[src/rtl/core/tst_pkg.sv]
// -----------------------------------------------------------------------------
// Tickless system tick timer package
// Request and response types, codes and constants shared by the timer files.
// -----------------------------------------------------------------------------
package tst_pkg;

    localparam int REG_W = 16;
    localparam int ACC_W = 32;
    localparam int STEP_W = 6;
    localparam int ADDR_W = 3;

    localparam logic [REG_W-1:0] TICK_PERIOD_RST = 16'd10;
    localparam logic [REG_W-1:0] FEED_PERIOD_RST = 16'd1000;
    localparam logic [STEP_W-1:0] MUL_STEPS = 6'd16;

    localparam logic [1:0] KIND_COUNT = 2'd0;
    localparam logic [1:0] KIND_SLEEP = 2'd1;
    localparam logic [1:0] KIND_WAKE  = 2'd2;

    localparam logic REG_TICK_PERIOD = 1'b0;
    localparam logic REG_FEED_PERIOD = 1'b1;

    typedef struct packed {
        logic [1:0]       kind;
        logic [REG_W-1:0] sleep_ticks;
    } t_in_req;

    typedef struct packed {
        logic             tick_pulse;
        logic             watchdog_feed;
        logic             woke;
        logic             woke_by_overflow;
        logic [REG_W-1:0] elapsed_ticks;
    } t_out_rsp;

    typedef enum logic [1:0] {
        S_IDLE,
        S_CALC,
        S_DONE
    } t_state;

    typedef enum logic {
        OP_MUL,
        OP_DIV
    } t_op;

    typedef struct packed {
        logic in_stall;
        logic start;
        logic commit;
    } t_ctrl;

endpackage

[src/rtl/core/tickless_systick_timer.sv]
// A request commits once the shared unit has finished its multiply work (16 steps)
// or its divide work, and the output is free.
// One request at a time; the next is taken the cycle after commit.
// Reset: synchronous, active low; the timer state and registers return to
// their power-on values.
// -----------------------------------------------------------------------------
// Tickless system tick timer
// Low-power tick counter with tickless sleep, wake reporting and watchdog feed.
// -----------------------------------------------------------------------------
module tickless_systick_timer #(
    parameter int COUNT_WIDTH = 16
) (
    input  logic                            i_clk,
    input  logic                            i_rst_n,
    input  logic                            i_in_valid,
    output logic                            o_in_stall,
    input  tst_pkg::t_in_req                i_in_data,
    output logic                            o_out_valid,
    input  logic                            i_out_stall,
    output tst_pkg::t_out_rsp               o_out_data,
    input  logic                            psel,
    input  logic                            penable,
    input  logic                            pwrite,
    input  logic [tst_pkg::ADDR_W-1:0]      paddr,
    input  logic [31:0]                     pwdata,
    output logic [31:0]                     prdata,
    output logic                            pready
);

    localparam int SUM_W = (COUNT_WIDTH > 16) ? COUNT_WIDTH : 16;
    localparam logic [COUNT_WIDTH-1:0] CNT_MAX = '1;

    tst_pkg::t_ctrl                  ctrl;
    logic                            alu_busy;
    logic [tst_pkg::ACC_W-1:0]       product;
    logic [tst_pkg::REG_W-1:0]       quotient;
    tst_pkg::t_op                    alu_op;
    logic [tst_pkg::REG_W-1:0]       mul_a;
    logic [COUNT_WIDTH-1:0]          div_a;
    logic                            out_free;
    logic                            cfg_wr;

    logic [tst_pkg::REG_W-1:0]       r_tick, r_feed_p;
    logic [COUNT_WIDTH-1:0]          r_count, n_count;
    logic [COUNT_WIDTH-1:0]          r_compare, n_compare;
    logic [COUNT_WIDTH-1:0]          r_reload, n_reload;
    logic [COUNT_WIDTH-1:0]          r_spc, n_spc;
    logic                            r_sleeping, n_sleeping;
    logic [COUNT_WIDTH-1:0]          r_feed_last, n_feed_last;
    logic [tst_pkg::ACC_W-1:0]       r_acc, n_acc;
    logic [1:0]                      r_kind;
    tst_pkg::t_out_rsp               r_out, n_out;
    logic                            r_out_valid;

    logic                            ovf;
    logic [COUNT_WIDTH-1:0]          cnt1;
    logic [COUNT_WIDTH-1:0]          cmp_base;
    logic [COUNT_WIDTH-1:0]          cmp_next;
    logic [COUNT_WIDTH-1:0]          delta;
    logic [tst_pkg::ACC_W:0]         acc_sum;
    logic [tst_pkg::ACC_W-1:0]       acc_sat;
    logic                            feed_hit;
    logic [COUNT_WIDTH-1:0]          sleep_len;
    logic [tst_pkg::REG_W-1:0]       elapsed;

    assign out_free   = !r_out_valid || !i_out_stall;
    assign o_in_stall = ctrl.in_stall;

    tst_ctrl u_ctrl (
        .i_clk      (i_clk),
        .i_rst_n    (i_rst_n),
        .i_in_valid (i_in_valid),
        .i_busy     (alu_busy),
        .i_out_free (out_free),
        .o_ctrl     (ctrl)
    );

    always_comb begin
        case (i_in_data.kind)
            tst_pkg::KIND_COUNT: alu_op = r_sleeping ? tst_pkg::OP_DIV : tst_pkg::OP_MUL;
            tst_pkg::KIND_SLEEP: alu_op = tst_pkg::OP_MUL;
            tst_pkg::KIND_WAKE:  alu_op = tst_pkg::OP_DIV;
            default:             alu_op = tst_pkg::OP_MUL;
        endcase
        mul_a = (i_in_data.kind == tst_pkg::KIND_SLEEP) ? i_in_data.sleep_ticks : r_feed_p;
        div_a = (i_in_data.kind == tst_pkg::KIND_COUNT) ? r_spc : r_count;
    end

    tst_alu #(
        .COUNT_WIDTH (COUNT_WIDTH)
    ) u_alu (
        .i_clk      (i_clk),
        .i_rst_n    (i_rst_n),
        .i_start    (ctrl.start),
        .i_op       (alu_op),
        .i_mul_a    (mul_a),
        .i_div_a    (div_a),
        .i_b        (r_tick),
        .o_busy     (alu_busy),
        .o_product  (product),
        .o_quotient (quotient)
    );

    always_comb begin
        ovf      = (r_count == r_reload);
        cnt1     = ovf ? '0 : (r_count + COUNT_WIDTH'(1));
        cmp_base = (r_kind == tst_pkg::KIND_COUNT) ? cnt1 : r_count;
        cmp_next = COUNT_WIDTH'(SUM_W'(cmp_base) + SUM_W'(r_tick));
        delta    = cnt1 - r_feed_last;
        acc_sum  = {1'b0, r_acc} + (tst_pkg::ACC_W + 1)'(delta);
        acc_sat  = acc_sum[tst_pkg::ACC_W] ? '1 : acc_sum[tst_pkg::ACC_W-1:0];
        feed_hit = (acc_sat >= product);
        sleep_len = (product > 32'(CNT_MAX)) ? CNT_MAX : product[COUNT_WIDTH-1:0];
        elapsed  = (r_tick == '0) ? '0 : quotient;

        n_count     = r_count;
        n_compare   = r_compare;
        n_reload    = r_reload;
        n_spc       = r_spc;
        n_sleeping  = r_sleeping;
        n_feed_last = r_feed_last;
        n_acc       = r_acc;
        n_out       = '0;

        case (r_kind)
            tst_pkg::KIND_COUNT: begin
                n_count = cnt1;
                if (cnt1 == r_compare) begin
                    n_compare = cmp_next;
                    if (!r_sleeping) begin
                        n_out.tick_pulse = 1'b1;
                        n_feed_last      = cnt1;
                        if (feed_hit) begin
                            n_acc               = '0;
                            n_out.watchdog_feed = 1'b1;
                        end else begin
                            n_acc = acc_sat;
                        end
                    end
                end
                if (ovf && r_sleeping) begin
                    n_out.woke             = 1'b1;
                    n_out.woke_by_overflow = 1'b1;
                    n_out.elapsed_ticks    = elapsed;
                    n_out.watchdog_feed    = 1'b1;
                    n_reload               = CNT_MAX;
                    n_compare              = cmp_next;
                    n_sleeping             = 1'b0;
                    n_acc                  = '0;
                    n_feed_last            = cnt1;
                end
            end
            tst_pkg::KIND_SLEEP: begin
                n_spc      = sleep_len;
                n_reload   = sleep_len;
                n_count    = '0;
                n_sleeping = 1'b1;
            end
            tst_pkg::KIND_WAKE: begin
                if (r_sleeping) begin
                    n_out.woke          = 1'b1;
                    n_out.elapsed_ticks = elapsed;
                    n_reload            = CNT_MAX;
                    n_compare           = cmp_next;
                    n_sleeping          = 1'b0;
                end
            end
            default: begin
            end
        endcase
    end

    always_ff @(posedge i_clk) begin
        if (!i_rst_n) begin
            r_count     <= '0;
            r_compare   <= COUNT_WIDTH'(tst_pkg::TICK_PERIOD_RST);
            r_reload    <= CNT_MAX;
            r_spc       <= '0;
            r_sleeping  <= 1'b0;
            r_feed_last <= '0;
            r_acc       <= '0;
        end else if (ctrl.commit) begin
            r_count     <= n_count;
            r_compare   <= n_compare;
            r_reload    <= n_reload;
            r_spc       <= n_spc;
            r_sleeping  <= n_sleeping;
            r_feed_last <= n_feed_last;
            r_acc       <= n_acc;
        end
    end

    always_ff @(posedge i_clk) begin
        if (ctrl.start) begin
            r_kind <= i_in_data.kind;
        end
        if (ctrl.commit) begin
            r_out <= n_out;
        end
    end

    always_ff @(posedge i_clk) begin
        if (!i_rst_n) begin
            r_out_valid <= 1'b0;
        end else if (ctrl.commit) begin
            r_out_valid <= 1'b1;
        end else if (!i_out_stall) begin
            r_out_valid <= 1'b0;
        end
    end

    assign o_out_valid = r_out_valid;
    assign o_out_data  = r_out;

    assign pready = 1'b1;
    assign cfg_wr = psel && penable && pwrite && pready;

    always_ff @(posedge i_clk) begin
        if (!i_rst_n) begin
            r_tick   <= tst_pkg::TICK_PERIOD_RST;
            r_feed_p <= tst_pkg::FEED_PERIOD_RST;
        end else if (cfg_wr) begin
            if (paddr[2] == tst_pkg::REG_TICK_PERIOD) begin
                r_tick <= pwdata[tst_pkg::REG_W-1:0];
            end else begin
                r_feed_p <= pwdata[tst_pkg::REG_W-1:0];
            end
        end
    end

    assign prdata = (paddr[2] == tst_pkg::REG_FEED_PERIOD) ? {16'd0, r_feed_p}
                                                          : {16'd0, r_tick};

endmodule

[src/rtl/core/tst_alu.sv]
// -----------------------------------------------------------------------------
// Tickless timer shared arithmetic unit
// One 18-bit adder stepped one bit per cycle: shift-add multiply or
// restoring divide.
// -----------------------------------------------------------------------------
module tst_alu #(
    parameter int COUNT_WIDTH = 16
) (
    input  logic                        i_clk,
    input  logic                        i_rst_n,
    input  logic                        i_start,
    input  tst_pkg::t_op                i_op,
    input  logic [tst_pkg::REG_W-1:0]   i_mul_a,
    input  logic [COUNT_WIDTH-1:0]      i_div_a,
    input  logic [tst_pkg::REG_W-1:0]   i_b,
    output logic                        o_busy,
    output logic [tst_pkg::ACC_W-1:0]   o_product,
    output logic [tst_pkg::REG_W-1:0]   o_quotient
);

    logic [16:0]                  r_hi, n_hi;
    logic [31:0]                  r_lo, n_lo;
    logic [tst_pkg::STEP_W-1:0]   r_cnt, n_cnt;
    tst_pkg::t_op                 r_op, n_op;
    logic [tst_pkg::REG_W-1:0]    r_b, n_b;
    logic [16:0]                  trial;
    logic [17:0]                  add_x;
    logic [17:0]                  add_y;
    logic [17:0]                  add_sum;
    logic                         ge;

    always_comb begin
        trial   = {r_hi[15:0], r_lo[31]};
        add_x   = (r_op == tst_pkg::OP_MUL) ? {1'b0, r_hi} : {1'b0, trial};
        add_y   = (r_op == tst_pkg::OP_MUL) ? (r_lo[0] ? {2'b00, r_b} : 18'd0)
                                            : {2'b11, ~r_b};
        add_sum = add_x + add_y + {17'd0, (r_op == tst_pkg::OP_DIV)};
        ge      = ~add_sum[17];
    end

    always_comb begin
        n_hi  = r_hi;
        n_lo  = r_lo;
        n_cnt = r_cnt;
        n_op  = r_op;
        n_b   = r_b;
        if (i_start) begin
            n_op = i_op;
            n_b  = i_b;
            n_hi = '0;
            if (i_op == tst_pkg::OP_MUL) begin
                n_lo  = {16'd0, i_mul_a};
                n_cnt = tst_pkg::MUL_STEPS;
            end else begin
                n_lo  = 32'(i_div_a) << (32 - COUNT_WIDTH);
                n_cnt = tst_pkg::STEP_W'(COUNT_WIDTH);
            end
        end else if (r_cnt != '0) begin
            n_cnt = r_cnt - 1'b1;
            if (r_op == tst_pkg::OP_MUL) begin
                n_hi = add_sum[17:1];
                n_lo = {add_sum[0], r_lo[31:1]};
            end else begin
                n_hi = ge ? add_sum[16:0] : trial;
                n_lo = {r_lo[30:0], ge};
            end
        end
    end

    always_ff @(posedge i_clk) begin
        if (!i_rst_n) begin
            r_cnt <= '0;
            r_op  <= tst_pkg::OP_MUL;
        end else begin
            r_cnt <= n_cnt;
            r_op  <= n_op;
        end
    end

    always_ff @(posedge i_clk) begin
        r_hi <= n_hi;
        r_lo <= n_lo;
        r_b  <= n_b;
    end

    assign o_busy     = (r_cnt != '0);
    assign o_product  = {r_hi[15:0], r_lo[31:16]};
    assign o_quotient = r_lo[15:0];

endmodule

[src/rtl/core/tst_ctrl.sv]
// -----------------------------------------------------------------------------
// Tickless timer sequencer
// Takes one request, runs the shared unit, then commits the result.
// -----------------------------------------------------------------------------
module tst_ctrl (
    input  logic            i_clk,
    input  logic            i_rst_n,
    input  logic            i_in_valid,
    input  logic            i_busy,
    input  logic            i_out_free,
    output tst_pkg::t_ctrl  o_ctrl
);

    tst_pkg::t_state r_state, n_state;

    always_comb begin
        n_state = r_state;
        case (r_state)
            tst_pkg::S_IDLE: begin
                if (i_in_valid) begin
                    n_state = tst_pkg::S_CALC;
                end
            end
            tst_pkg::S_CALC: begin
                if (!i_busy) begin
                    n_state = tst_pkg::S_DONE;
                end
            end
            tst_pkg::S_DONE: begin
                if (i_out_free) begin
                    n_state = tst_pkg::S_IDLE;
                end
            end
            default: begin
                n_state = tst_pkg::S_IDLE;
            end
        endcase
    end

    always_comb begin
        o_ctrl = '0;
        case (r_state)
            tst_pkg::S_IDLE: begin
                o_ctrl.start = i_in_valid;
            end
            tst_pkg::S_CALC: begin
                o_ctrl.in_stall = 1'b1;
            end
            tst_pkg::S_DONE: begin
                o_ctrl.in_stall = 1'b1;
                o_ctrl.commit   = i_out_free;
            end
            default: begin
                o_ctrl.in_stall = 1'b1;
            end
        endcase
    end

    always_ff @(posedge i_clk) begin
        if (!i_rst_n) begin
            r_state <= tst_pkg::S_IDLE;
        end else begin
            r_state <= n_state;
        end
    end

endmodule

[config.mk]
export PLATFORM = sky130hd
export DESIGN_NAME = tickless_systick_timer
export DESIGN_NICKNAME = d
export VERILOG_FILES = /design/src/rtl/core/tst_pkg.sv /design/src/rtl/core/tickless_systick_timer.sv /design/src/rtl/core/tst_alu.sv /design/src/rtl/core/tst_ctrl.sv
export SDC_FILE = /design/constraint.sdc
export NUM_CORES = 1
export LEC_CHECK = 0
export CELL_PAD_IN_SITES_DETAIL_PLACEMENT = 0
export CELL_PAD_IN_SITES_GLOBAL_PLACEMENT = 1
export CORE_MARGIN = 2
export CORE_UTILIZATION = 30
export DETAILED_ROUTE_END_ITERATION = 12
export DONT_BUFFER_PORTS = 1
export GPL_TIMING_DRIVEN = 0
export PLACE_DENSITY = 0.52
export SYNTH_ARGS = -nofsm -noshare
export SYNTH_HDL_FRONTEND = slang
export SYNTH_HIERARCHICAL = 1
export SYNTH_SLANG_ARGS = --single-unit
[constraint.sdc]
create_clock -name i_clk -period 7.34 [get_ports i_clk]
set_input_delay 0.367 -clock i_clk [delete_from_list [all_inputs] [get_ports i_clk]]
set_output_delay 0.367 -clock i_clk [all_outputs]
set_load 0.01 [all_outputs]
* Yosys cells after proc, flatten, opt, wreduce, memory -nomap -nowiden
Index checks and enable logic that the tools add are counted.
** Word-level totals
- Register bits after elaboration :: 242
- Bits in latches :: 0
- Memory bits (writable) :: 0
- ROM bits :: 0
- Logic and storage cells :: 133
- Memories kept :: 0
** Cells by class
- Add/subtract/negate cells :: 7
- Multipliers :: 0
- Div/mod/pow operators :: 0
- Magnitude comparators :: 2
- Equality and inequality tests :: 16
- Shift operators :: 0
- Muxes and demuxes :: 54
- Bitwise gates (word level) :: 4
- Reductions and logical operators :: 27
** Operators by type and width (number)
- 32-bit two-way mux :: 9
- 16-bit two-way mux :: 17
- 16-bit one-hot mux with 2 select lines :: 3
- 17-bit two-way mux :: 3
- 16-bit one-hot mux with 3 select lines :: 1
- 32-bit by 16-bit adder with 33-bit output :: 1
- 16-bit == test :: 2
- 32-bit greater-or-equal comparator :: 1
- 32-bit by 16-bit greater-than comparator with 1-bit output, second input constant :: 1
- 19-bit two-way mux :: 1
- 18-bit by 1-bit adder with 18-bit output :: 1
- 18-bit adder :: 1
- 18-bit two-way mux :: 1
- 16-bit by 1-bit adder with 16-bit output, second input constant :: 1
- 16-bit adder :: 1
- 16-bit zero test :: 1
- 16-bit NOT :: 1
- 16-bit subtractor :: 1
- 4-bit AND reduction :: 3
- 5-bit two-way mux :: 2
- 2-bit AND reduction :: 5
- 1-bit two-way mux :: 9
- 2-bit two-way mux :: 4
- 2-bit by 1-bit inequality test with 1-bit output, second input constant :: 4
- 18 further kinds :: 36

* Longest topological paths before layout
- Depth after elaboration :: 11
- Depth in mapped cells :: 38
- Mapped depth without buffers :: 34

* By module
Netlist, hierarchy kept.
** By module, submodules not included
- tickless_systick_timer :: times used 1, cells each 1380, area each 11433.5 sq um, sequential area each 3583.4 sq um
- tst_alu :: times used 1, cells each 513, area each 4823.4 sq um, sequential area each 1921.8 sq um
- tst_ctrl :: times used 1, cells each 11, area each 108.9 sq um, sequential area each 40.0 sq um

* Worst setup path before layout
Ideal clock, no wire load.
- Path type :: register to register
- Start point :: reg r_count[12]
- End point :: reg r_out, in the netlist o_out_data[18] (data pin)
- Library setup time :: 0.272 ns
- Arrival time :: 7.087 ns
- Path slack :: -0.018 ns
- Cell stages (with the launch flop) :: 36
- Period minus slack after synthesis :: 7.358 ns
- Cells stage by stage :: dfxtp_1 -> buf_2 -> xor2_1 -> nor4_1 -> and4_1 -> buf_4 -> buf_2 -> buf_1 -> nor2_1 -> ha_1 -> a21o_1 -> a21oi_1 -> o21bai_1 -> a21o_1 -> a21oi_1 -> o21ai_0 -> nor2_1 -> xnor2_1 -> ha_1 -> a21o_1 -> or3_1 -> o2111ai_1 -> a31oi_1 -> clkbuf_1 -> nand3_1 -> clkbuf_1 -> nand2_1 -> ha_1 -> a21o_1 -> a21o_1 -> a221oi_1 -> o21ai_0 -> nor4bb_1 -> o21a_1 -> clkbuf_1 -> a211oi_1
** On the way
- Word-level cells in the longest chain between the ends :: 10
- Elaborated cells between the ends (all ways) :: 13
- Classes of those cells :: 3 x add/sub; 1 x order compare; 2 x eq/ne; 6 x mux; 1 x reduce/logical
** RTL lines
- start, declared :: RTL line tickless_systick_timer.sv:44 : logic [COUNT_WIDTH-1:0] r_count, n_count;
- start signal, assigned :: RTL line tickless_systick_timer.sv:183 : r_count <= n_count;
- 16-bit == test (*) :: RTL line tickless_systick_timer.sv:105 : ovf = (r_count == r_reload);
- 16-bit two-way mux (*) :: RTL line tickless_systick_timer.sv:106 : cnt1 = ovf ? '0 : (r_count + COUNT_WIDTH'(1));
- named net cnt1[2] :: RTL line tickless_systick_timer.sv:56 : logic [COUNT_WIDTH-1:0] cnt1;
- 16-bit subtractor :: RTL line tickless_systick_timer.sv:109 : delta = cnt1 - r_feed_last;
- 32-bit by 16-bit adder with 33-bit output :: RTL line tickless_systick_timer.sv:110 : acc_sum = {1'b0, r_acc} + (tst_pkg::ACC_W + 1)'(delta);
- 32-bit two-way mux :: RTL line tickless_systick_timer.sv:111 : acc_sat = acc_sum[tst_pkg::ACC_W] ? '1 : acc_sum[tst_pkg::ACC_W-1:0];
- 32-bit greater-or-equal comparator :: RTL line tickless_systick_timer.sv:112 : feed_hit = (acc_sat >= product);
- 1-bit two-way mux :: RTL line tickless_systick_timer.sv:133 : if (feed_hit) begin
- 2-bit two-way mux :: RTL line tickless_systick_timer.sv:130 : if (!r_sleeping) begin
- 1-bit two-way mux (*) :: RTL line tickless_systick_timer.sv:128 : if (cnt1 == r_compare) begin
- 19-bit two-way mux (*) :: RTL line tickless_systick_timer.sv:141 : if (ovf && r_sleeping) begin
- end signal, assigned :: RTL line tickless_systick_timer.sv:198 : r_out <= n_out;
- end, declared :: RTL line tickless_systick_timer.sv:52 : tst_pkg::t_out_rsp r_out, n_out;
The timed path passes the listed nets; every way through them passes the cells marked *.
A chain may end at the register's enable or synchronous reset.

* Final worst setup path
- Start point :: reg r_count[12]
- End point :: reg r_acc[17] (netlist name)
** On the way
- Word-level cells in the longest chain between the ends :: 10
- Elaborated cells between the ends (all ways) :: 16
- Classes of those cells :: 3 x add/sub; 1 x order compare; 3 x eq/ne; 6 x mux; 3 x reduce/logical
** RTL lines
- 16-bit == test (*) :: RTL line tickless_systick_timer.sv:105
- 16-bit two-way mux (*) :: RTL line tickless_systick_timer.sv:106
- named net cnt1[2] :: RTL line tickless_systick_timer.sv:56
- 16-bit subtractor :: RTL line tickless_systick_timer.sv:109
- 32-bit by 16-bit adder with 33-bit output :: RTL line tickless_systick_timer.sv:110
- 32-bit two-way mux :: RTL line tickless_systick_timer.sv:111
- 32-bit greater-or-equal comparator :: RTL line tickless_systick_timer.sv:112
- 32-bit two-way mux :: RTL line tickless_systick_timer.sv:133
- 32-bit two-way mux :: RTL line tickless_systick_timer.sv:130
- 32-bit two-way mux :: RTL line tickless_systick_timer.sv:128
- 32-bit two-way mux :: RTL line tickless_systick_timer.sv:141
- end signal, assigned :: RTL line tickless_systick_timer.sv:189 : r_acc <= n_acc;
- end, declared :: RTL line tickless_systick_timer.sv:50 : logic [tst_pkg::ACC_W-1:0] r_acc, n_acc;
The timed path passes the listed nets; every way through them passes the cells marked *. The select of a mux whose other input is x is not followed.

==> flow_metrics.py <==
metrics = {
    "outcome": {
        "outcome": "finished, final reports clean",
    },
    "sta": {
        "tightest_slew_ns": 0.9441,
        "min_period_ns": 7.203,
        "period_share_pct": 98.13,
        "setup_viol": 0,
        "rsz0062_at_grt": "yes",
        "tns_ns": 0,
        "slew_viol_final": 0,
        "fin_ws_ns": 0.1373,
        "maxSlewHeadroom_pct": 35.43,
        "hold_viol": 0,
        "fmax_mhz": 138.8,
        "skew_ns": 0.02441,
    },
    "clock_tree": {
        "cts.sinks": 242,
        "cts_made_buffers": 34,
        "cts_tree": "built",
        "clk_pin_slew_ns": 0.05,
        "clock_latency_ns": 0.55,
        "htree_levels": 2,
        "clock_path_buffers": 3,
        "cts_root_buffer": "clkbuf_16",
    },
    "yosys": {
        "syn-cell-area_mm2": 0.01637,
        "synth_edf_count": 70,
        "yosysSeqAreaShare_pct": 33.88,
        "synth_commonest_cells": "nand2_1, dfxtp_1, nor2_1",
        "synth.top_cell.area_share_pct": 21.04,
        "synth_fa_ha_area_share_pct": 8.028,
        "synth_area_leaders": "dfxtp_1, edfxtp_1, ha_1",
        "ys.flop_type": "dfxtp_1",
        "synth.most_common_cell": "nand2_1",
        "synth-simple-area-share_pct": 19.21,
        "synth_top_area_cell": "dfxtp_1",
        "synthCells": 1904,
        "ys_ff_latch": 242,
        "muxShareOfSynthArea_pct": 7.454,
        "synth_cell_types": 101,
        "synth_compound_area_share_pct": 19.40,
        "yosys.area_share.xor_xnor_pct": 5.420,
        "async_reset_ff_share_pct": 0,
        "syn_area_per_cell_um2": 8.595,
        "synth_top_family_by_area": "compound AO/OA/AOI/OAI gates",
        "synth_warnings": 6,
    },
    "min_path": {
        "min_path_type": "in -> reg",
        "hold_path.startpoint": "i_in_valid",
    },
    "placed_design": {
        "dpl.hpwl_um": 44220,
        "pre_cts_ws_ns": -2.925,
        "port-buffer-count": 0,
        "placed_area_mm2": 0.01731,
        "place_congestion": 0.8422,
        "placed_cells": 2616,
    },
    "floorplan": {
        "start_util_pct": 30.35,
        "io_pins": 115,
        "fp.dieH_um": 237.6,
        "die_w_um": 237.6,
        "core_area_mm2": 0.05392,
        "num_rows": 85,
        "dieArea_mm2": 0.05644,
    },
    "drt": {
        "wl_per_cell_um": 21.63,
        "drc": 0,
        "dr.pass1.iters": 6,
        "highest_layer": "met4",
        "drt_iter0_markers": 884,
        "wl_met1_um": 28100,
        "vias_per_cell": 5.299,
        "dr_wl_met2_um": 27210,
        "wl_um": 59430,
        "ant_nets": 0,
        "wl_met3_um": 2499,
        "vias": 14560,
    },
    "grt": {
        "grt_pass1_wl_um": 90320,
        "overflow": 0,
        "antenna_found_initial": 3,
        "grt_usage_pct": 21.01,
        "grt_max_degree": 33,
        "grt_pass1_vias": 14430,
    },
    "power": {
        "p_total_mw": 4.810,
        "p_comb_share_pct": 29.1,
        "internal_power_mw": 3.073,
        "p_switching_mw": 1.737,
        "leakage_nw": 8.053,
        "pwr-share-clk_pct": 33.0,
        "swShare_pct": 36.10,
        "seq_power_share_pct": 37.9,
        "irDropWorstVdd_mv": 0.1264,
        "powerDensity_mw_per_mm2": 243.7,
    },
    "critical_path": {
        "endpoint_kind": "register",
        "crit_type": "reg -> reg",
        "cp-start-kind": "register",
        "cp_slowest_stage_delay_ns": 0.35,
        "crit_required_ns": 7.80,
        "worstPathMaxFanout": 10,
        "crit_top_cell": "a21o_1",
        "cp_slowest_cell": "or3_4",
        "crit_path_start": "r_count[12]",
        "rr_startpoint": "r_count[12]",
        "r2r_setup_slack_ns": 0.14,
        "cp.arrival_ns": 7.66,
    },
    "final_layout": {
        "final_layout_size_suffix_gt1_share_pct": 17.53,
        "instances_no_fill": 2747,
        "final_nets": 2186,
        "area_delta_synth_final_pct": 20.59,
        "fin_area_mm2": 0.01974,
    },
    "run": {
        "drv_cap": 0,
    },
}
-- flip-flops by register name (all words and copies together), names as in the netlist, 16 cells and up --
name,flops
r_reload,16
r_count,16
r_compare,16
r_tick,16
u_alu/r_lo,32
r_feed_p,16
u_alu/r_hi,17
u_alu/r_b,16
r_acc,32
r_feed_last,16
o_out_data,20
r_spc,16
-- cell families (layout without fill, tap and decap cells) --
group                      after synthesis  in the layout
adders and majority gates              102            102
AOI/OAI and AO/OA                      483            483
xor gates and xnor gates                95             95
muxes                                  114            114
other                                    2             20
buffers and inverters                  230            358
DFF                                    242            242
and+or+nand+nor                        636            637
-- final timing paths --
kind / cells past startpoint / to
worst max-delay path: 38 / r_acc[17]
worst min-delay path: 2 / u_ctrl/r_state[0]
worst max register to register: 38 / r_acc[17]
worst min register to register: 2 / r_acc[0]
-- power groups by stage --
stage / combinational, mW / sequential, mW / clock, mW
floorplan: 0.987 / 1.74 / 0
global placement: 1.32 / 1.86 / 0
detailed placement: 1.34 / 1.85 / 0
CTS: 1.39 / 1.83 / 1.64
global route: 1.57 / 1.85 / 1.68
finish: 1.40 / 1.82 / 1.59
-- cell usage in the layout (no fill, tap or decap), types with 70 or more instances in the layout --
cell type	n
o21ai_0	130
inv_1	89
a21oi_1	86
clkbuf_1	71
nand2_1	220
buf_4	78
nor2_1	140
dfxtp_1	164
ha_1	86
edfxtp_1	70
-- layout make-up --
class                   count  area [um^2]
fillers                  5507        34190
clock inverters            12        88.84
flip-flops and latches    242         5560
repair buffers             74        679.4
inverters                  92        345.3
diodes                      3        7.507
plain buffers             132        868.3
clock buffers              48        944.7
multi-input cells        1448        10370
well taps                 696        870.8
-- metrics by stage --
stage | hold slack, ns | util [%]
global placement | 0.4487 | 32.07
CTS | 0.04003 | 36.14
finish | 0.06821 | 36.60
detailed placement | 0.4617 | 32.11
global route | 0.09902 | 36.59
floorplan | 0.4315 | -
-- metal layers --
| layer | track usage (%) | vias to the layer above |
|---|---|---|
| met5 | 0 | - |
| met4 | 6.880 | 0 |
| met3 | 2.450 | 96 |
| met2 | 34.12 | 323 |
| met1 | 28.97 | 7076 |
| li1 | - | 7060 |
-- what timing repair did --
action | 4_1_cts | 5_1_grt
hold endpoints to repair | 39 | 0
cloned | 3 | 0
setup endpoints to repair | 33 | 33
setup buffers | 42 | 10
hold buffers | 20 | 0
pin swaps | 46 | 31
resized for setup | 130 | 42
-- critical path, delay by kind of cell, from the launching register on --
family | cells | cell delay [ns]
AOI/OAI and AO/OA | 15 | 2.50
buffers and inverters | 8 | 1.11
DFF | 1 | 0.32
xor gates and xnor gates | 2 | 0.35
adders and majority gates | 3 | 0.88
and+or+nand+nor | 10 | 1.96
(Power assumes the default switching activity.)
